<file path="src/design/pfc_pkg.sv">
package pfc_pkg;

  localparam int unsigned GridSide   = 6;
  localparam int unsigned NumCells   = GridSide * GridSide;
  localparam int unsigned NumLetters = 26;
  localparam int unsigned DigitBase  = 48;
  localparam logic [5:0]  FillSymbol = 6'd25;
  localparam int unsigned SymW       = 6;
  localparam int unsigned CoordW     = 3;

  typedef enum logic [1:0] {
    KIND_START   = 2'd0,
    KIND_KEY     = 2'd1,
    KIND_FINISH  = 2'd2,
    KIND_DIGRAPH = 2'd3
  } kind_e;

  typedef enum logic [1:0] {
    ST_IDLE = 2'd0,
    ST_FILL = 2'd1,
    ST_ADDR = 2'd2
  } state_e;

  typedef enum logic [0:0] {
    REG_DECRYPT = 1'b0
  } reg_idx_e;

  // control from the sequencer to the key square
  typedef struct packed {
    logic            clear;
    logic            place_en;
    logic [SymW-1:0] place_sym;
    logic            sym_rd_en;
    logic [SymW-1:0] sym_a;
    logic [SymW-1:0] sym_b;
    logic            cell_rd_en;
    logic [SymW-1:0] cell_a;
    logic [SymW-1:0] cell_b;
  } sq_ctrl_t;

  // registered read data from the key square
  typedef struct packed {
    logic [SymW-1:0] pos_a;
    logic [SymW-1:0] pos_b;
    logic [SymW-1:0] cell_a;
    logic [SymW-1:0] cell_b;
  } sq_data_t;

  function automatic logic [SymW-1:0] to_symbol(input logic [7:0] c);
    logic [SymW-1:0] s;
    if (c >= 8'h41 && c <= 8'h5a) begin
      s = SymW'(c - 8'h41);
    end else if (c >= 8'h61 && c <= 8'h7a) begin
      s = SymW'(c - 8'h61);
    end else if (c >= 8'(DigitBase) && c <= 8'(DigitBase + 9)) begin
      s = SymW'(c - 8'(DigitBase) + 8'(NumLetters));
    end else begin
      s = FillSymbol;
    end
    return s;
  endfunction

  function automatic logic [7:0] to_ascii(input logic [SymW-1:0] s);
    logic [7:0] c;
    if (s < SymW'(NumLetters)) begin
      c = 8'h61 + 8'(s);
    end else begin
      c = 8'(DigitBase) + 8'(s - SymW'(NumLetters));
    end
    return c;
  endfunction

endpackage

</file>
<file path="src/design/pfc_square.sv">
module pfc_square (
  input  logic              clk_i,
  input  logic              rst_ni,
  input  pfc_pkg::sq_ctrl_t ctrl_i,
  output pfc_pkg::sq_data_t data_o
);

  logic [pfc_pkg::SymW-1:0] cell_mem [pfc_pkg::NumCells];
  logic [pfc_pkg::SymW-1:0] sym_mem  [pfc_pkg::NumCells];

  logic [pfc_pkg::NumCells-1:0] used_q, used_d;
  logic [pfc_pkg::SymW-1:0]     fill_q, fill_d;
  logic                         place_ok;

  assign place_ok = ctrl_i.place_en && !used_q[ctrl_i.place_sym] &&
                    (fill_q < pfc_pkg::SymW'(pfc_pkg::NumCells));

  always_comb begin
    used_d = used_q;
    fill_d = fill_q;
    if (ctrl_i.clear) begin
      used_d = '0;
      fill_d = '0;
    end else if (place_ok) begin
      used_d[ctrl_i.place_sym] = 1'b1;
      fill_d = fill_q + pfc_pkg::SymW'(1);
    end
  end

  always_ff @(posedge clk_i or negedge rst_ni) begin
    if (!rst_ni) begin
      used_q <= '0;
      fill_q <= '0;
    end else begin
      used_q <= used_d;
      fill_q <= fill_d;
    end
  end

  // placement write port
  always_ff @(posedge clk_i) begin
    if (place_ok && !ctrl_i.clear) begin
      cell_mem[fill_q]          <= ctrl_i.place_sym;
      sym_mem[ctrl_i.place_sym] <= fill_q;
    end
  end

  // two registered read ports per table
  always_ff @(posedge clk_i) begin
    if (ctrl_i.sym_rd_en) begin
      data_o.pos_a <= sym_mem[ctrl_i.sym_a];
      data_o.pos_b <= sym_mem[ctrl_i.sym_b];
    end
    if (ctrl_i.cell_rd_en) begin
      data_o.cell_a <= cell_mem[ctrl_i.cell_a];
      data_o.cell_b <= cell_mem[ctrl_i.cell_b];
    end
  end

endmodule

</file>
<file path="src/design/pfc_rule.sv">
module pfc_rule (
  input  logic [pfc_pkg::SymW-1:0] pos_a_i,
  input  logic [pfc_pkg::SymW-1:0] pos_b_i,
  input  logic                     decrypt_i,
  output logic [pfc_pkg::SymW-1:0] cell_a_o,
  output logic [pfc_pkg::SymW-1:0] cell_b_o
);

  localparam logic [pfc_pkg::CoordW-1:0] LastCoord = pfc_pkg::CoordW'(pfc_pkg::GridSide - 1);

  function automatic logic [pfc_pkg::CoordW-1:0] row_of(input logic [pfc_pkg::SymW-1:0] p);
    logic [pfc_pkg::CoordW-1:0] r;
    r = '0;
    for (int k = 1; k < pfc_pkg::GridSide; k++) begin
      if (p >= pfc_pkg::SymW'(k * pfc_pkg::GridSide)) begin
        r = pfc_pkg::CoordW'(k);
      end
    end
    return r;
  endfunction

  function automatic logic [pfc_pkg::CoordW-1:0] col_of(input logic [pfc_pkg::SymW-1:0] p,
                                                        input logic [pfc_pkg::CoordW-1:0] r);
    logic [pfc_pkg::SymW-1:0] base;
    base = pfc_pkg::SymW'(r) * pfc_pkg::SymW'(pfc_pkg::GridSide);
    return pfc_pkg::CoordW'(p - base);
  endfunction

  function automatic logic [pfc_pkg::CoordW-1:0] inc(input logic [pfc_pkg::CoordW-1:0] x);
    return (x == LastCoord) ? '0 : x + pfc_pkg::CoordW'(1);
  endfunction

  function automatic logic [pfc_pkg::CoordW-1:0] dec(input logic [pfc_pkg::CoordW-1:0] x);
    return (x == '0) ? LastCoord : x - pfc_pkg::CoordW'(1);
  endfunction

  function automatic logic [pfc_pkg::SymW-1:0] cell_idx(input logic [pfc_pkg::CoordW-1:0] r,
                                                        input logic [pfc_pkg::CoordW-1:0] c);
    return pfc_pkg::SymW'(r) * pfc_pkg::SymW'(pfc_pkg::GridSide) + pfc_pkg::SymW'(c);
  endfunction

  logic [pfc_pkg::CoordW-1:0] r1, c1, r2, c2;
  logic [pfc_pkg::CoordW-1:0] or1, oc1, or2, oc2;

  always_comb begin
    r1  = row_of(pos_a_i);
    r2  = row_of(pos_b_i);
    c1  = col_of(pos_a_i, r1);
    c2  = col_of(pos_b_i, r2);
    // rectangle
    or1 = r1;
    oc1 = c2;
    or2 = r2;
    oc2 = c1;
    if (!decrypt_i) begin
      if (r1 == r2) begin
        oc1 = inc(c1);
        oc2 = inc(c2);
      end else if (c1 == c2) begin
        or1 = inc(r1);
        or2 = inc(r2);
        oc1 = c1;
        oc2 = c2;
      end
    end else begin
      if (c1 == c2) begin
        or1 = dec(r1);
        or2 = dec(r2);
        oc1 = c1;
        oc2 = c2;
      end else if (r1 == r2) begin
        oc1 = dec(c1);
        oc2 = dec(c2);
      end
    end
    cell_a_o = cell_idx(or1, oc1);
    cell_b_o = cell_idx(or2, oc2);
  end

endmodule

</file>
<file path="src/design/playfair_6x6_digraph_cipher.sv">
// digraph request: position lookup, then cell lookup in ADDR (busy), then the registered result strobe
// (two read ports per table of the key square); a new request can be taken in IDLE before the last result is out
// key character and start are handled without leaving IDLE; finish walks all 36 symbols in FILL (busy)
// status-1 digraphs (key not finished) return in the cycle after accept; the receiver cannot stall
// reset clears the used bits, fill count, key ready and mode; square contents undefined
module playfair_6x6_digraph_cipher (
  input  logic        clk_i,
  input  logic        rst_ni,
  input  logic        start,
  output logic        busy,
  input  logic [1:0]  kind_i,
  input  logic [7:0]  first_char_i,
  input  logic [7:0]  second_char_i,
  output logic        done_o,
  output logic [7:0]  out_first_o,
  output logic [7:0]  out_second_o,
  output logic        status_o,
  input  logic        psel,
  input  logic        penable,
  input  logic        pwrite,
  input  logic [2:0]  paddr,
  input  logic [31:0] pwdata,
  output logic [31:0] prdata,
  output logic        pready
);

  pfc_pkg::state_e   state_q, state_d;
  pfc_pkg::sq_ctrl_t sq_ctrl;
  pfc_pkg::sq_data_t sq_data;
  pfc_pkg::kind_e    kind;

  logic [pfc_pkg::SymW-1:0] fill_idx_q, fill_idx_d;
  logic                     key_ready_q, key_ready_d;
  logic                     decrypt_q;
  logic                     emit_q, emit_d;
  logic                     valid_q, valid_d;
  logic [7:0]               out_first_q, out_first_d;
  logic [7:0]               out_second_q, out_second_d;
  logic                     status_q, status_d;
  logic                     accept, cfg_wr, fill_last;
  logic [pfc_pkg::SymW-1:0] sym_a, sym_b, rule_a, rule_b;
  pfc_pkg::reg_idx_e        reg_idx;

  assign kind      = pfc_pkg::kind_e'(kind_i);
  assign accept    = start && !busy;
  assign busy      = (state_q != pfc_pkg::ST_IDLE);
  assign fill_last = (fill_idx_q == pfc_pkg::SymW'(pfc_pkg::NumCells - 1));

  // config port
  assign pready  = 1'b1;
  assign reg_idx = pfc_pkg::reg_idx_e'(paddr[2]);
  assign cfg_wr  = psel && penable && pwrite && pready && (reg_idx == pfc_pkg::REG_DECRYPT);
  assign prdata  = (reg_idx == pfc_pkg::REG_DECRYPT) ? {31'b0, decrypt_q} : 32'b0;

  always_ff @(posedge clk_i or negedge rst_ni) begin
    if (!rst_ni) begin
      decrypt_q <= 1'b0;
    end else if (cfg_wr) begin
      decrypt_q <= pwdata[0];
    end
  end

  // normalized digraph letters, equal pair fix when enciphering
  always_comb begin
    sym_a = pfc_pkg::to_symbol(first_char_i);
    sym_b = pfc_pkg::to_symbol(second_char_i);
    if (!decrypt_q && sym_a == sym_b) begin
      sym_b = pfc_pkg::FillSymbol;
    end
  end

  // next state
  always_comb begin
    state_d = state_q;
    case (state_q)
      pfc_pkg::ST_IDLE: begin
        if (accept && kind == pfc_pkg::KIND_FINISH) begin
          state_d = pfc_pkg::ST_FILL;
        end else if (accept && kind == pfc_pkg::KIND_DIGRAPH && key_ready_q) begin
          state_d = pfc_pkg::ST_ADDR;
        end
      end
      pfc_pkg::ST_FILL: begin
        if (fill_last) begin
          state_d = pfc_pkg::ST_IDLE;
        end
      end
      pfc_pkg::ST_ADDR: state_d = pfc_pkg::ST_IDLE;
      default:          state_d = pfc_pkg::ST_IDLE;
    endcase
  end

  // outputs of the sequencer
  always_comb begin
    sq_ctrl            = '0;
    sq_ctrl.sym_a      = sym_a;
    sq_ctrl.sym_b      = sym_b;
    sq_ctrl.cell_a     = rule_a;
    sq_ctrl.cell_b     = rule_b;
    fill_idx_d         = fill_idx_q;
    key_ready_d        = key_ready_q;
    emit_d             = 1'b0;
    valid_d            = emit_q;
    out_first_d        = out_first_q;
    out_second_d       = out_second_q;
    status_d           = status_q;
    if (emit_q) begin
      out_first_d  = pfc_pkg::to_ascii(sq_data.cell_a);
      out_second_d = pfc_pkg::to_ascii(sq_data.cell_b);
      status_d     = 1'b0;
    end
    case (state_q)
      pfc_pkg::ST_IDLE: begin
        if (accept) begin
          case (kind)
            pfc_pkg::KIND_START: begin
              sq_ctrl.clear = 1'b1;
              key_ready_d   = 1'b0;
            end
            pfc_pkg::KIND_KEY: begin
              sq_ctrl.place_en  = !key_ready_q;
              sq_ctrl.place_sym = pfc_pkg::to_symbol(first_char_i);
            end
            pfc_pkg::KIND_FINISH: begin
              fill_idx_d = '0;
            end
            pfc_pkg::KIND_DIGRAPH: begin
              if (key_ready_q) begin
                sq_ctrl.sym_rd_en = 1'b1;
              end else begin
                valid_d      = 1'b1;
                out_first_d  = first_char_i;
                out_second_d = second_char_i;
                status_d     = 1'b1;
              end
            end
            default: ;
          endcase
        end
      end
      pfc_pkg::ST_FILL: begin
        sq_ctrl.place_en  = 1'b1;
        sq_ctrl.place_sym = fill_idx_q;
        fill_idx_d        = fill_idx_q + pfc_pkg::SymW'(1);
        if (fill_last) begin
          key_ready_d = 1'b1;
        end
      end
      pfc_pkg::ST_ADDR: begin
        sq_ctrl.cell_rd_en = 1'b1;
        emit_d             = 1'b1;
      end
      default: ;
    endcase
  end

  always_ff @(posedge clk_i or negedge rst_ni) begin
    if (!rst_ni) begin
      state_q     <= pfc_pkg::ST_IDLE;
      fill_idx_q  <= '0;
      key_ready_q <= 1'b0;
      emit_q      <= 1'b0;
      valid_q     <= 1'b0;
    end else begin
      state_q     <= state_d;
      fill_idx_q  <= fill_idx_d;
      key_ready_q <= key_ready_d;
      emit_q      <= emit_d;
      valid_q     <= valid_d;
    end
  end

  always_ff @(posedge clk_i) begin
    out_first_q  <= out_first_d;
    out_second_q <= out_second_d;
    status_q     <= status_d;
  end

  assign done_o       = valid_q;
  assign out_first_o  = out_first_q;
  assign out_second_o = out_second_q;
  assign status_o     = status_q;

  pfc_square u_square (
    .clk_i  (clk_i),
    .rst_ni (rst_ni),
    .ctrl_i (sq_ctrl),
    .data_o (sq_data)
  );

  pfc_rule u_rule (
    .pos_a_i   (sq_data.pos_a),
    .pos_b_i   (sq_data.pos_b),
    .decrypt_i (decrypt_q),
    .cell_a_o  (rule_a),
    .cell_b_o  (rule_b)
  );

  // cell lookup always yields a strobe in the next cycle
  assert property (@(posedge clk_i) disable iff (!rst_ni) emit_q |=> done_o)
    else $error("cipher result lost");

  // a ciphered result needs a finished square
  assert property (@(posedge clk_i) disable iff (!rst_ni)
    (done_o && !status_o) |-> $past(key_ready_q))
    else $error("ciphered result without finished key");

  // fill walk ends with the key ready
  assert property (@(posedge clk_i) disable iff (!rst_ni)
    (state_q == pfc_pkg::ST_FILL && fill_last) |=> (key_ready_q && !busy))
    else $error("fill walk did not finish the key");

endmodule

</file>
<file path="config.mk">
export PLATFORM = sky130hd
export DESIGN_NAME = playfair_6x6_digraph_cipher
export DESIGN_NICKNAME = d
export VERILOG_FILES = /design/src/design/pfc_pkg.sv /design/src/design/pfc_square.sv /design/src/design/pfc_rule.sv /design/src/design/playfair_6x6_digraph_cipher.sv
export SDC_FILE = /design/constraint.sdc
export NUM_CORES = 1
export LEC_CHECK = 0
export ABC_AREA = 1
export BUFFER_PORTS_ARGS = -buffer_cell sky130_fd_sc_hd__buf_2
export CAP_MARGIN = 20
export CORE_ASPECT_RATIO = 0.9
export CORE_MARGIN = 8
export CORE_UTILIZATION = 50
export DETAILED_ROUTE_END_ITERATION = 6
export GPL_TIMING_DRIVEN = 1
export MAX_ROUTING_LAYER = met4
export PLACE_DENSITY = 0.67
export SYNTH_ARGS = -nofsm -noshare
export SYNTH_HDL_FRONTEND = slang
export SYNTH_HIERARCHICAL = 1
export SYNTH_SLANG_ARGS = --single-unit
</file>
<file path="constraint.sdc">
create_clock -name clk_i -period 5.45 [get_ports clk_i]
set_input_delay 1.09 -clock clk_i [delete_from_list [all_inputs] [get_ports clk_i]]
set_output_delay 1.09 -clock clk_i [all_outputs]
set_load 0.05 [all_outputs]
</file>
# [Word level (Yosys, flattened, before mapping)]
# Memories as Yosys holds them, arrays and structs flattened. A register that Yosys moved wholly into a read port is not among the register bits.
# Index checks and enable logic that the tools add are counted.
[totals] wordCells=222 regBits=71 ramBits=432 inputBits=59 n_memories=2 out_inout_bits=52
[memory_table] name="u_square.cell_mem" words=36 word_bits=6 read_ports=2 rd_ports_with_merged_regs=2 wr=1 line_no="pfc_square.sv:8" text="logic [pfc_pkg::SymW-1:0] cell_mem [pfc_pkg::NumCells];"
[memory_table] name="u_square.sym_mem" words=36 word_bits=6 read_ports=2 rd_ports_with_merged_regs=2 wr=1 line_no="pfc_square.sv:9" text="logic [pfc_pkg::SymW-1:0] sym_mem [pfc_pkg::NumCells];"
[op_classes] multipliers=4 magnitude_cmp=27 mux=95 addsub=28 n_reduce_logical=35 bitwise_logic=2 eq_ne=18
[op_table] op="$mux W8" count=12
[op_table] op="$mux W3" count=30
[op_table] op="$mux W36" count=2
[op_table] op="$mux W6" count=11
[op_table] op="$ge A6 B5 Y1 const B" count=6
[op_table] op="$or A36 B36 Y36" count=1
[op_table] op="$ge A8 B7 Y1 const B" count=4
[op_table] op="$le A8 B7 Y1 const B" count=4
[op_table] op="$mux W1" count=25
[op_table] op="$sub A6 B6 Y6 const B" count=4
[op_table] op="$logic_and A1 B1 Y1" count=18
[op_table] op="$add A7 B6 Y8 const A" count=2
[op_table] op="$add A7 B7 Y8 const A" count=2
[op_table] op="$ge A8 B6 Y1 const B" count=2
[op_table] op="$le A8 B6 Y1 const B" count=2
[op_table] op="$mux W2" count=7
[op_table] op="$pmux W7 S2" count=1
[op_table] op="$sub A6 B5 Y7 const B" count=2
[op_table] op="$add A3 B1 Y3 const B" count=4
[op_table] op="$add A6 B1 Y6 const B" count=2
[op_table] op="$add A6 B3 Y6" count=2
[op_table] op="$add A6 B5 Y6 const B" count=2
[op_table] op="$eq A3 B3 Y1 const B" count=4
[op_table] op="$ge A6 B3 Y1 const B" count=2
[op_table] op="other kinds (33)" count=58

# [Logic depth before layout (Yosys ltp)]
# Gate-level depths: netlist of the first run.
[depth] word_depth=16 depth_mapped=34 mapped_depth_nobuf=32

# [By module]
# The synthesis of the first run kept the hierarchy.
[modules_own_cells] module="pfc_square" seq_area_each_um2=14744.1 instances=1 area_each_um2=25132.9 cells_each=2894
[modules_own_cells] module="playfair_6x6_digraph_cipher" seq_area_each_um2=640.6 instances=1 area_each_um2=2979.1 cells_each=467
[modules_own_cells] module="pfc_rule" seq_area_each_um2=0.0 instances=1 area_each_um2=1508.9 cells_each=259

# [Least setup slack after synthesis of the first run]
# No wires, ideal clock.
[synth_timing] kind="input port to flip-flop" start="input first_char_i[1]" end="memory u_square/sym_mem[32][0] (netlist bit) (enable)" path_buffers=2 stages=20 setup_ns=0.350 required_time_ns=5.100 path_slack_ns=0.411 arrival_ns=4.689 cell_sequence="inv_1 -> ha_1 -> nor2_1 -> nand3_4 -> nand3_2 -> nand2_4 -> nand2_1 -> nand2_2 -> inv_1 -> o22ai_1 -> nor2_1 -> nand3_1 -> nand2_1 -> o21ai_1 -> nand2_1 -> nor2_2 -> buf_4 -> buf_6 -> nand4_1 -> nor2_1"
[synth_rtl] item="start: declaration" line_no="playfair_6x6_digraph_cipher.sv:12" text="input logic [7:0] first_char_i,"
[synth_rtl] item="end: declaration" line_no="pfc_square.sv:9"

# [Final worst setup path of the first run]
[layout_timing] start="register u_square/data_o[17] (netlist name)" end="register u_square/data_o[10] (netlist name)"
[layout_via] elab_chain_cells=14 elab_cells_between_ends=25 classes_between="add/sub: 2; mul: 2; order compare: 5; eq/ne: 2; mux: 14"
[layout_lines] item="$ge A6 B3 Y1" line_no="pfc_rule.sv:15" text="if (p >= pfc_pkg::SymW'(k * pfc_pkg::GridSide)) begin"
[layout_lines] item="$mux W1" line_no="pfc_rule.sv:15"
[layout_lines] item="$mux W2 (2 in a row)" line_no="pfc_rule.sv:15"
[layout_lines] item="$mux W3" line_no="pfc_rule.sv:15"
[layout_lines] item="$mux W3 *" line_no="pfc_rule.sv:15"
[layout_lines] item="$mul A3 B2 Y2" line_no="pfc_rule.sv:25" text="base = pfc_pkg::SymW'(r) * pfc_pkg::SymW'(pfc_pkg::GridSide);"
[layout_lines] item="$sub A3 B3 Y3" line_no="pfc_rule.sv:26" text="return pfc_pkg::CoordW'(p - base);"
[layout_lines] item="$eq A3 B3 Y1" line_no="pfc_rule.sv:59, pfc_rule.sv:66"
[layout_lines] item="$mux W3" line_no="pfc_rule.sv:59" text="end else if (c1 == c2) begin"
[layout_lines] item="$mux W3" line_no="pfc_rule.sv:56" text="if (r1 == r2) begin"
[layout_lines] item="$mux W3" line_no="pfc_rule.sv:55" text="if (!decrypt_i) begin"
[layout_lines] item="$mul A3 B2 Y5" line_no="pfc_rule.sv:39" text="return pfc_pkg::SymW'(r) * pfc_pkg::SymW'(pfc_pkg::GridSide) + pfc_pkg::SymW'(c);"
[layout_lines] item="$add A6 B3 Y6 *" line_no="pfc_rule.sv:39"
[layout_lines] item="via rule_a, one bit" line_no="playfair_6x6_digraph_cipher.sv:41" text="logic [pfc_pkg::SymW-1:0] sym_a, sym_b, rule_a, rule_b;"
# The timed path passes the listed nets; every way through them passes the cells marked *.
# A chain may end at the register's enable or synchronous reset.

==> metrics.md, run 1 <==
| Metric | Value |
|---|---|
| Critical Path Source Type | `flip-flop` |
| Worst vdd rail ir drop | `0.559 mV` |
| Tcrit/Tclk final | `0.927` |
| DRC violation count after routing | `0` |
| Worst-path maximum fanout | `10` |
| Fraction of final layout cells sized beyond drive strength 1 | `0.103` |
| Clock root buffer | `clkbuf_16` |
| Fin. Hold Viols | `0` |
| Total half-perimeter wirelength after legalization and detailed placement | `56,300 microns` |
| Detailed Route WL | `88,300 microns` |
| Async S/R FF share, synth | `0.102` |
| Buffer and inverter count on the worst path | `5` |
| Period minus WS final | `5.05 ns` |
| Pre-antenna DRT Iters | `6` |
| Max Clock Freq | `198 MHz` |
| Routed len/inst | `19.7 microns` |
| Fill cells | `5,216` |
| Clock latency reported for the late side of the worst-skew pair | `0.62 ns` |
| Vias | `25,768` |
| Power share of the clock group | `0.235` |
| Sequential-to-total area share from yosys stat | `0.519` |
| Cell-internal power | `9.66 mW` |
| Average size of a mapped cell | `8.18 sq um` |
| Maximum number of pins on one net before global-route repair | `123` |
| Highest-count cells in the layout ignoring fill and taps | `nand2_1 (1,210), nand3_1 (592), edfxtp_1 (456), nor2_1 (237), o21ai_0 (196)` |
| First-iteration detailed-routing DRC count | `3,495` |
| TNS Setup | `0 ns` |
| Number of rows in the core area | `84` |
| Power share of the sequential group | `0.300` |
| Core region area | `58,500 sq um` |
| Sw Pwr | `7.56 mW` |
| Post-placement cell count | `4,363` |
| Dominant synthesized flop cell | `edfxtp_1` |
| Synthesized instance count | `3,620` |
| CTS clk-pin slew, worst paths | `0.06 ns` |
| Number of nets in the final layout | `3,757` |
| Die Y | `247 microns` |
| Cell class contributing the biggest share of worst-path delay | `simple AND/OR/NAND/NOR gates` |
| Worst setup EP type | `flip-flop` |
| Class of the most critical hold timing path | `flip-flop to flip-flop` |
| Measured slew at the worst slew-check pin | `1.02 ns` |
| Wire length of the first global-routing pass | `136,000 microns` |
| Count of cell types in the netlist | `51` |
| Detail Route Antenna Nets | `0` |
| Number of top-level design ports | `111` |
| Maximum clock path buffer count | `3` |
| Post-route standard cell area excluding fillers | `33,100 sq um` |
| Synthesis Warnings | `6` |
| Arr. time, crit path | `5.39 ns` |
| Non-Filler Instances | `4,472` |
| Standby leakage power | `14.0 nW` |
| Gp weighted congestion | `0.965` |
| Initial standard-cell utilization of the core | `0.506` |
| Stage delay of the slowest cell on the critical path | `0.47 ns` |
| Maximum level of the CTS H-tree | `2` |
| Part of the power in combinational logic | `0.465` |
| Switching Share | `0.439` |
| Classification of the worst setup path | `flip-flop to flip-flop` |
| Cell type with the highest occurrence count on the critical path | `nand2_1` |
| Post-detailed-route via-to-cell ratio | `5.76` |
| Initial antenna violation count | `1` |
| Total power density per cell area | `520 nW/um^2` |
| Headroom to the max-slew limit | `0.318` |
| Netlist Area Pre-Place | `29,600 sq um` |
| Clock tree from TritonCTS | `done` |
| Most frequent standard cell in the layout excluding fill and tap cells | `nand2_1` |
| # clock sinks | `527` |
| Via count of the first global-routing pass | `23,697` |
| Slowest cell on the critical path | `fa_1` |
| Cts bufs inserted | `56` |
| Total die area | `67,300 sq um` |
| Outcome | `finished clean` |
| Total global-route track usage | `0.263` |
| Max capacitance violation total | `0` |
| Max-slew violation count | `0` |
| Post-synthesis sequential element count | `527` |
| Die span in x | `273 microns` |
| Area after detailed placement | `31,100 sq um` |
| Port Buf Inserts | `45` |
| Largest clock skew in the final design | `0.0336 ns` |
| Number of synthesized flops with an enable pin | `456` |
| Sum of overflow across all layers after global routing | `0` |
| Worst Path Required | `5.79 ns` |
| Area growth from synthesis to layout | `11.8%` |
| Finish-stage setup viols | `0` |
-- routing by layer --
metal | GRT usage | up-vias | wire, microns | part of all wire
met5 | - | - | 0 | 0
met4 | 0.0700 | 0 | 1840 | 0.021
met3 | 0.0829 | 139 | 11700 | 0.13
met2 | 0.371 | 1367 | 36900 | 0.42
met1 | 0.365 | 12022 | 37900 | 0.43
li1 | - | 12240 | - | -
-- stage by stage --
stage                     total power [mW]  utilization  hold WS, ns  setup slack (ns)
final                                 17.2        0.566        0.473             0.398
after CTS                             16.9        0.564        0.474             0.265
after detailed placement              12.8        0.531        0.461             0.293
after global routing                  18.1        0.566        0.506          -0.00372
after global placement                12.8        0.531        0.447             0.367
after floorplan                       10.1            -        0.450             0.411
-- flip-flops by register name (all words and copies together) (netlist names) --
name / cells
state_q: 2
u_square/fill_q: 6
key_ready_q: 1
out_first_o: 8
status_o: 1
u_square/data_o: 24
emit_q: 1
out_second_o: 8
decrypt_q: 1
u_square/sym_mem: 216
fill_idx_q: 6
u_square/cell_mem: 216
done_o: 1
u_square/used_q: 36
-- cell families after synthesis --
family	after synthesis	synth area share
compound gates	391	0.0715
xor+xnor	25	0.00739
fa+ha+maj	48	0.0213
buf+inv	458	0.0655
flops	527	0.519
other cells	2	0.000254
simple gates	2169	0.315
-- tightest hold or removal path: cells and delay by family, from the launching register on --
family,cells,cell delay [ns]
DFF,1,0.33
and+or+nand+nor,1,0.06
AOI/OAI and AO/OA,1,0.06
-- cell type report --
cell class,count,area [sq um],area share
Clock inverter,33,435,0.0131
Timing Repair Buffer,184,1440,0.0435
Sequential cell,527,15400,0.464
Multi-Input combinational cell,2665,12600,0.379
Antenna cell,1,2.50,0.0000755
Clock buffer,72,1510,0.0455
Inverter,216,827,0.0250
Tap cell,774,968,0.0292
-- synthesized netlist by cell type, drive strengths merged, types with 6 or more instances --
cell type / number / area share
ha: 44 / 0.019
nand4: 62 / 0.015
a21oi: 116 / 0.021
o21ai: 207 / 0.035
nand3: 600 / 0.10
nor2: 248 / 0.032
nor3: 16 / 0.0029
clkinv: 6 / 0.00093
xor2: 20 / 0.0059
dfxtp: 17 / 0.011
nand2: 1234 / 0.16
inv: 210 / 0.027
edfxtp: 456 / 0.46
dfrtp: 54 / 0.046
o22ai: 44 / 0.0093
buf: 102 / 0.020
o21bai: 8 / 0.0020
clkbuf: 140 / 0.018
-- power groups by stage --
| stage | Combinational, mW | Sequential, mW | Clock [mW] |
|---|---|---|---|
| 5_1_grt | 8.66 | 5.20 | 4.24 |
| 6_report | 8.02 | 5.17 | 4.04 |
| 4_1_cts | 7.64 | 5.16 | 4.09 |
| 2_1_floorplan | 4.61 | 5.50 | 0 |
| 3_5_place_dp | 7.60 | 5.24 | 0 |
| 3_3_place_gp | 7.57 | 5.24 | 0 |
-- worst paths after layout --
| kind | startpoint | to | slack [ns] | cells past startpoint |
|---|---|---|---|---|
| setup / recovery | u_square/data_o[17]$_DFFE_PP_ | u_square/data_o[10]$_DFFE_PP_ | 0.40 | 29 |
| hold / removal | out_first_o[1]$_DFF_P_ | out_first_o[1]$_DFF_P_ | 0.47 | 2 |
| setup reg to reg | u_square/data_o[17]$_DFFE_PP_ | u_square/data_o[10]$_DFFE_PP_ | 0.40 | 29 |
| hold reg to reg | out_first_o[1]$_DFF_P_ | out_first_o[1]$_DFF_P_ | 0.47 | 2 |
| max in group asynchronous | rst_ni | done_o$_DFF_PN0_ | 4.21 | 2 |
| min in group asynchronous | rst_ni | u_square/used_q[19]$_DFFE_PN0P_ | 0.66 | 2 |
-- what timing repair did --
action                                  4_1_cts  5_1_grt
endpoints found under the setup margin        0       12
hold buffers                                  0        0
gates resized for setup                       0        7
setup buffers                                 0        2
Note: power is estimated with default switching activity, not from simulation.
==> run 2: changes to the inputs <==
==> constraint.sdc (replaced) <==
create_clock -name clk_i -period 5.4 [get_ports clk_i]
set_input_delay 1.08 -clock clk_i [delete_from_list [all_inputs] [get_ports clk_i]]
set_output_delay 1.08 -clock clk_i [all_outputs]
set_load 0.05 [all_outputs]
==> metrics.md, run 2 (same netlist as run 1, synthesis figures left out) <==
| Metric | Value |
|---|---|
| Max capacitance violation total | `0 (unchanged)` |
| CTS clk-pin slew, worst paths | `0.06 ns (about the same)` |
| Via count of the first global-routing pass | `23,284 (was 23,697)` |
| Largest clock skew in the final design | `0.0266 ns (was 0.0336 ns)` |
| Standby leakage power | `14.0 nW (about the same)` |
| Number of nets in the final layout | `3,763 (was 3,757)` |
| Vias | `25,620 (was 25,768)` |
| Worst vdd rail ir drop | `0.573 mV (was 0.559 mV)` |
| Initial standard-cell utilization of the core | `0.506 (unchanged)` |
| Number of top-level design ports | `111 (unchanged)` |
| Detail Route Antenna Nets | `0 (unchanged)` |
| Destination of the critical timing path | `u_square/data_o[11]$_DFFE_PP_ (was u_square/data_o[10]$_DFFE_PP_)` |
| Sum of overflow across all layers after global routing | `0 (unchanged)` |
| Clock root buffer | `clkbuf_16 (unchanged)` |
| Port Buf Inserts | `45 (unchanged)` |
| Pre-antenna DRT Iters | `6 (unchanged)` |
| Classification of the worst setup path | `flip-flop to flip-flop (unchanged)` |
| Initial antenna violation count | `0 (was 1)` |
| R2R Path Start | `u_square/data_o[17]$_DFFE_PP_ (unchanged)` |
| Class of the most critical hold timing path | `flip-flop to flip-flop (unchanged)` |
| Total power density per cell area | `521 nW/um^2 (was 520 nW/um^2)` |
| Highest-count cells in the layout ignoring fill and taps | `nand2_1 (1,210), nand3_1 (592), edfxtp_1 (456), nor2_1 (237), o21ai_0 (196) (unchanged)` |
| Clock tree from TritonCTS | `done (unchanged)` |
| Period minus WS final | `5.14 ns (was 5.05 ns)` |
| Setup slack after layout | `0.257 ns (was 0.398 ns)` |
| Maximum clock path buffer count | `3 (unchanged)` |
| # clock sinks | `527 (unchanged)` |
| Number of hold-repair buffers added at the cts stage | `0 (unchanged)` |
| Total die area | `67,300 sq um (unchanged)` |
| Maximum number of pins on one net before global-route repair | `124 (was 123)` |
| Outcome | `finished clean (unchanged)` |
| Grt met3 use | `0.0628 (was 0.0829)` |
| Detailed Route WL | `88,900 microns (was 88,300 microns)` |
| Number of rows in the core area | `84 (unchanged)` |
| Slack of the worst reg-to-reg path | `0.26 ns (was 0.40 ns)` |
| Measured slew at the worst slew-check pin | `1.03 ns (was 1.02 ns)` |
| Most frequent standard cell in the layout excluding fill and tap cells | `nand2_1 (unchanged)` |
| Worst Path Required | `5.76 ns (was 5.79 ns)` |
| Core region area | `58,500 sq um (unchanged)` |
| Fraction of final layout cells sized beyond drive strength 1 | `0.102 (was 0.103)` |
| Sum of internal, switching and leakage power | `17.3 mW (was 17.2 mW)` |
| Setup repair after global routing missed its margin | `true` |
| Startpoint of the worst setup timing path | `u_square/data_o[17]$_DFFE_PP_ (unchanged)` |
| Max Clock Freq | `194 MHz (was 198 MHz)` |
| Clock latency reported for the late side of the worst-skew pair | `0.63 ns (was 0.62 ns)` |
| Fill cells | `5,250 (was 5,216)` |
| Cell type with the highest occurrence count on the critical path | `nand2_1 (unchanged)` |
| Maximum level of the CTS H-tree | `2 (unchanged)` |
| Total global-route track usage | `0.263 (about the same)` |
| Endpoint of the worst-slack reg-to-reg timing path | `u_square/data_o[11]$_DFFE_PP_ (was u_square/data_o[10]$_DFFE_PP_)` |
| Area growth from synthesis to layout | `11.9% (was 11.8%)` |
| Stage delay of the slowest cell on the critical path | `0.47 ns (about the same)` |
| Max-slew violation count | `0 (unchanged)` |
| Registers with the most flip-flops | `u_square/cell_mem: 216 flops, u_square/sym_mem: 216 flops, u_square/used_q: 36 flops (unchanged)` |
| Fin. Hold Viols | `0 (unchanged)` |
| Die Y | `247 microns (unchanged)` |
| Critical Path Source Type | `flip-flop (unchanged)` |
| Routed len/inst | `19.9 microns (was 19.7 microns)` |
| Met1 GRT Util | `0.380 (was 0.365)` |
| Post-detailed-route via-to-cell ratio | `5.72 (was 5.76)` |
| DRC violation count after routing | `0 (unchanged)` |
| Die span in x | `273 microns (unchanged)` |
| Path depth of the worst reg2reg path | `29 (unchanged)` |
| Finish-stage setup viols | `0 (unchanged)` |
| Cts bufs inserted | `55 (was 56)` |
| Total half-perimeter wirelength after legalization and detailed placement | `56,500 microns (was 56,300 microns)` |
| Arr. time, crit path | `5.50 ns (was 5.39 ns)` |
| Headroom to the max-slew limit | `0.310 (was 0.318)` |
| First-iteration detailed-routing DRC count | `3,728 (was 3,495)` |
| Most utilized layer in the global route result | `met1 (was met2)` |
| Gp weighted congestion | `0.963 (was 0.965)` |
| Slowest cell on the critical path | `fa_1 (unchanged)` |
| Worst-path maximum fanout | `12 (was 10)` |
| Worst setup EP type | `flip-flop (unchanged)` |
| Tcrit/Tclk final | `0.952 (was 0.927)` |
| Met2 track utilization from global routing | `0.367 (was 0.371)` |
| Wire length of the first global-routing pass | `136,000 microns (about the same)` |
| Worst Setup Slack post-DPL | `0.284 ns (was 0.293 ns)` |
[run 2: cell types whose count changed in the layout (fill, tap and decap cells not counted), sizes merged]
cell      delta
clkinvlp     +1
clkinv       -4
clkbuf       +7
bufinv       -4
diode        +1
buf          +5
[run 2: per-stage QoR]
step           std cells  TNS, ns  instance area, sq um  hold WS (ns)  utilization
3_3_place_gp        4365        0                 31100         0.445        0.532
3_5_place_dp        4365        0                 31100         0.460        0.532
2_1_floorplan       3650        0                 29700         0.450            -
6_report            4478        0                 33100         0.476        0.566
4_1_cts             4468        0                 33000         0.475        0.564
5_1_grt             4476  -0.0635                 33100         0.498        0.566
[run 2: worst min path at each step]
stage                                               start                               to  depth (start not counted)  slack (ns)
after floorplan           u_square/used_q[30]$_DFFE_PN0P_  u_square/used_q[30]$_DFFE_PN0P_                          2        0.45
after global placement                   status_o$_DFF_P_                 status_o$_DFF_P_                          2        0.44
after detailed placement                 status_o$_DFF_P_                 status_o$_DFF_P_                          2        0.46
after CTS                                status_o$_DFF_P_                 status_o$_DFF_P_                          2        0.47
after global routing      u_square/used_q[14]$_DFFE_PN0P_  u_square/used_q[14]$_DFFE_PN0P_                          2        0.50
final                                    status_o$_DFF_P_                 status_o$_DFF_P_                          2        0.48
[run 2: timing repair]
item | in CTS | in global routing
gates resized for setup | 0 | 7
buffers inserted | 0 | 6
setup endpoints to repair | 0 | 12
[run 2: area by class of cell]
cell class,instances,area [sq um],share of cell area
Timing Repair inverter,1,7.51,0.000227
Sequential cell,527,15400,0.464
Tap cell,774,968,0.0292
Multi-Input combinational cell,2665,12600,0.379
Clock buffer,78,1620,0.0489
Inverter,216,827,0.0250
Timing Repair Buffer,190,1490,0.0449
Clock inverter,25,283,0.00853
Antenna cell,2,5.00,0.000151
[run 2: layer usage]
layer  share of wire  vias to the layer above  wire [microns]
li1                -                    12243               -
met1            0.43                    11899           38300
met2            0.42                     1343           37200
met3            0.13                      135           11400
met4           0.022                        0            1970
met5               0                        -               0
[run 2: where the power goes]
group          leakage, nW  total, mW  internal [mW]  switching [mW]
clock network        0.936       4.01           2.37            1.63
logic                 8.05       8.05           2.27            5.78
registers             5.00       5.22           5.05           0.170
total                 14.0       17.3           9.69            7.58
[run 2: critical path, delay by kind of cell (launching register included)]
kind,cells,cell delay (ns)
compound gates,2,0.44
simple gates,17,1.89
flops,1,0.43
buf+inv,7,1.01
fa+ha+maj,3,1.10
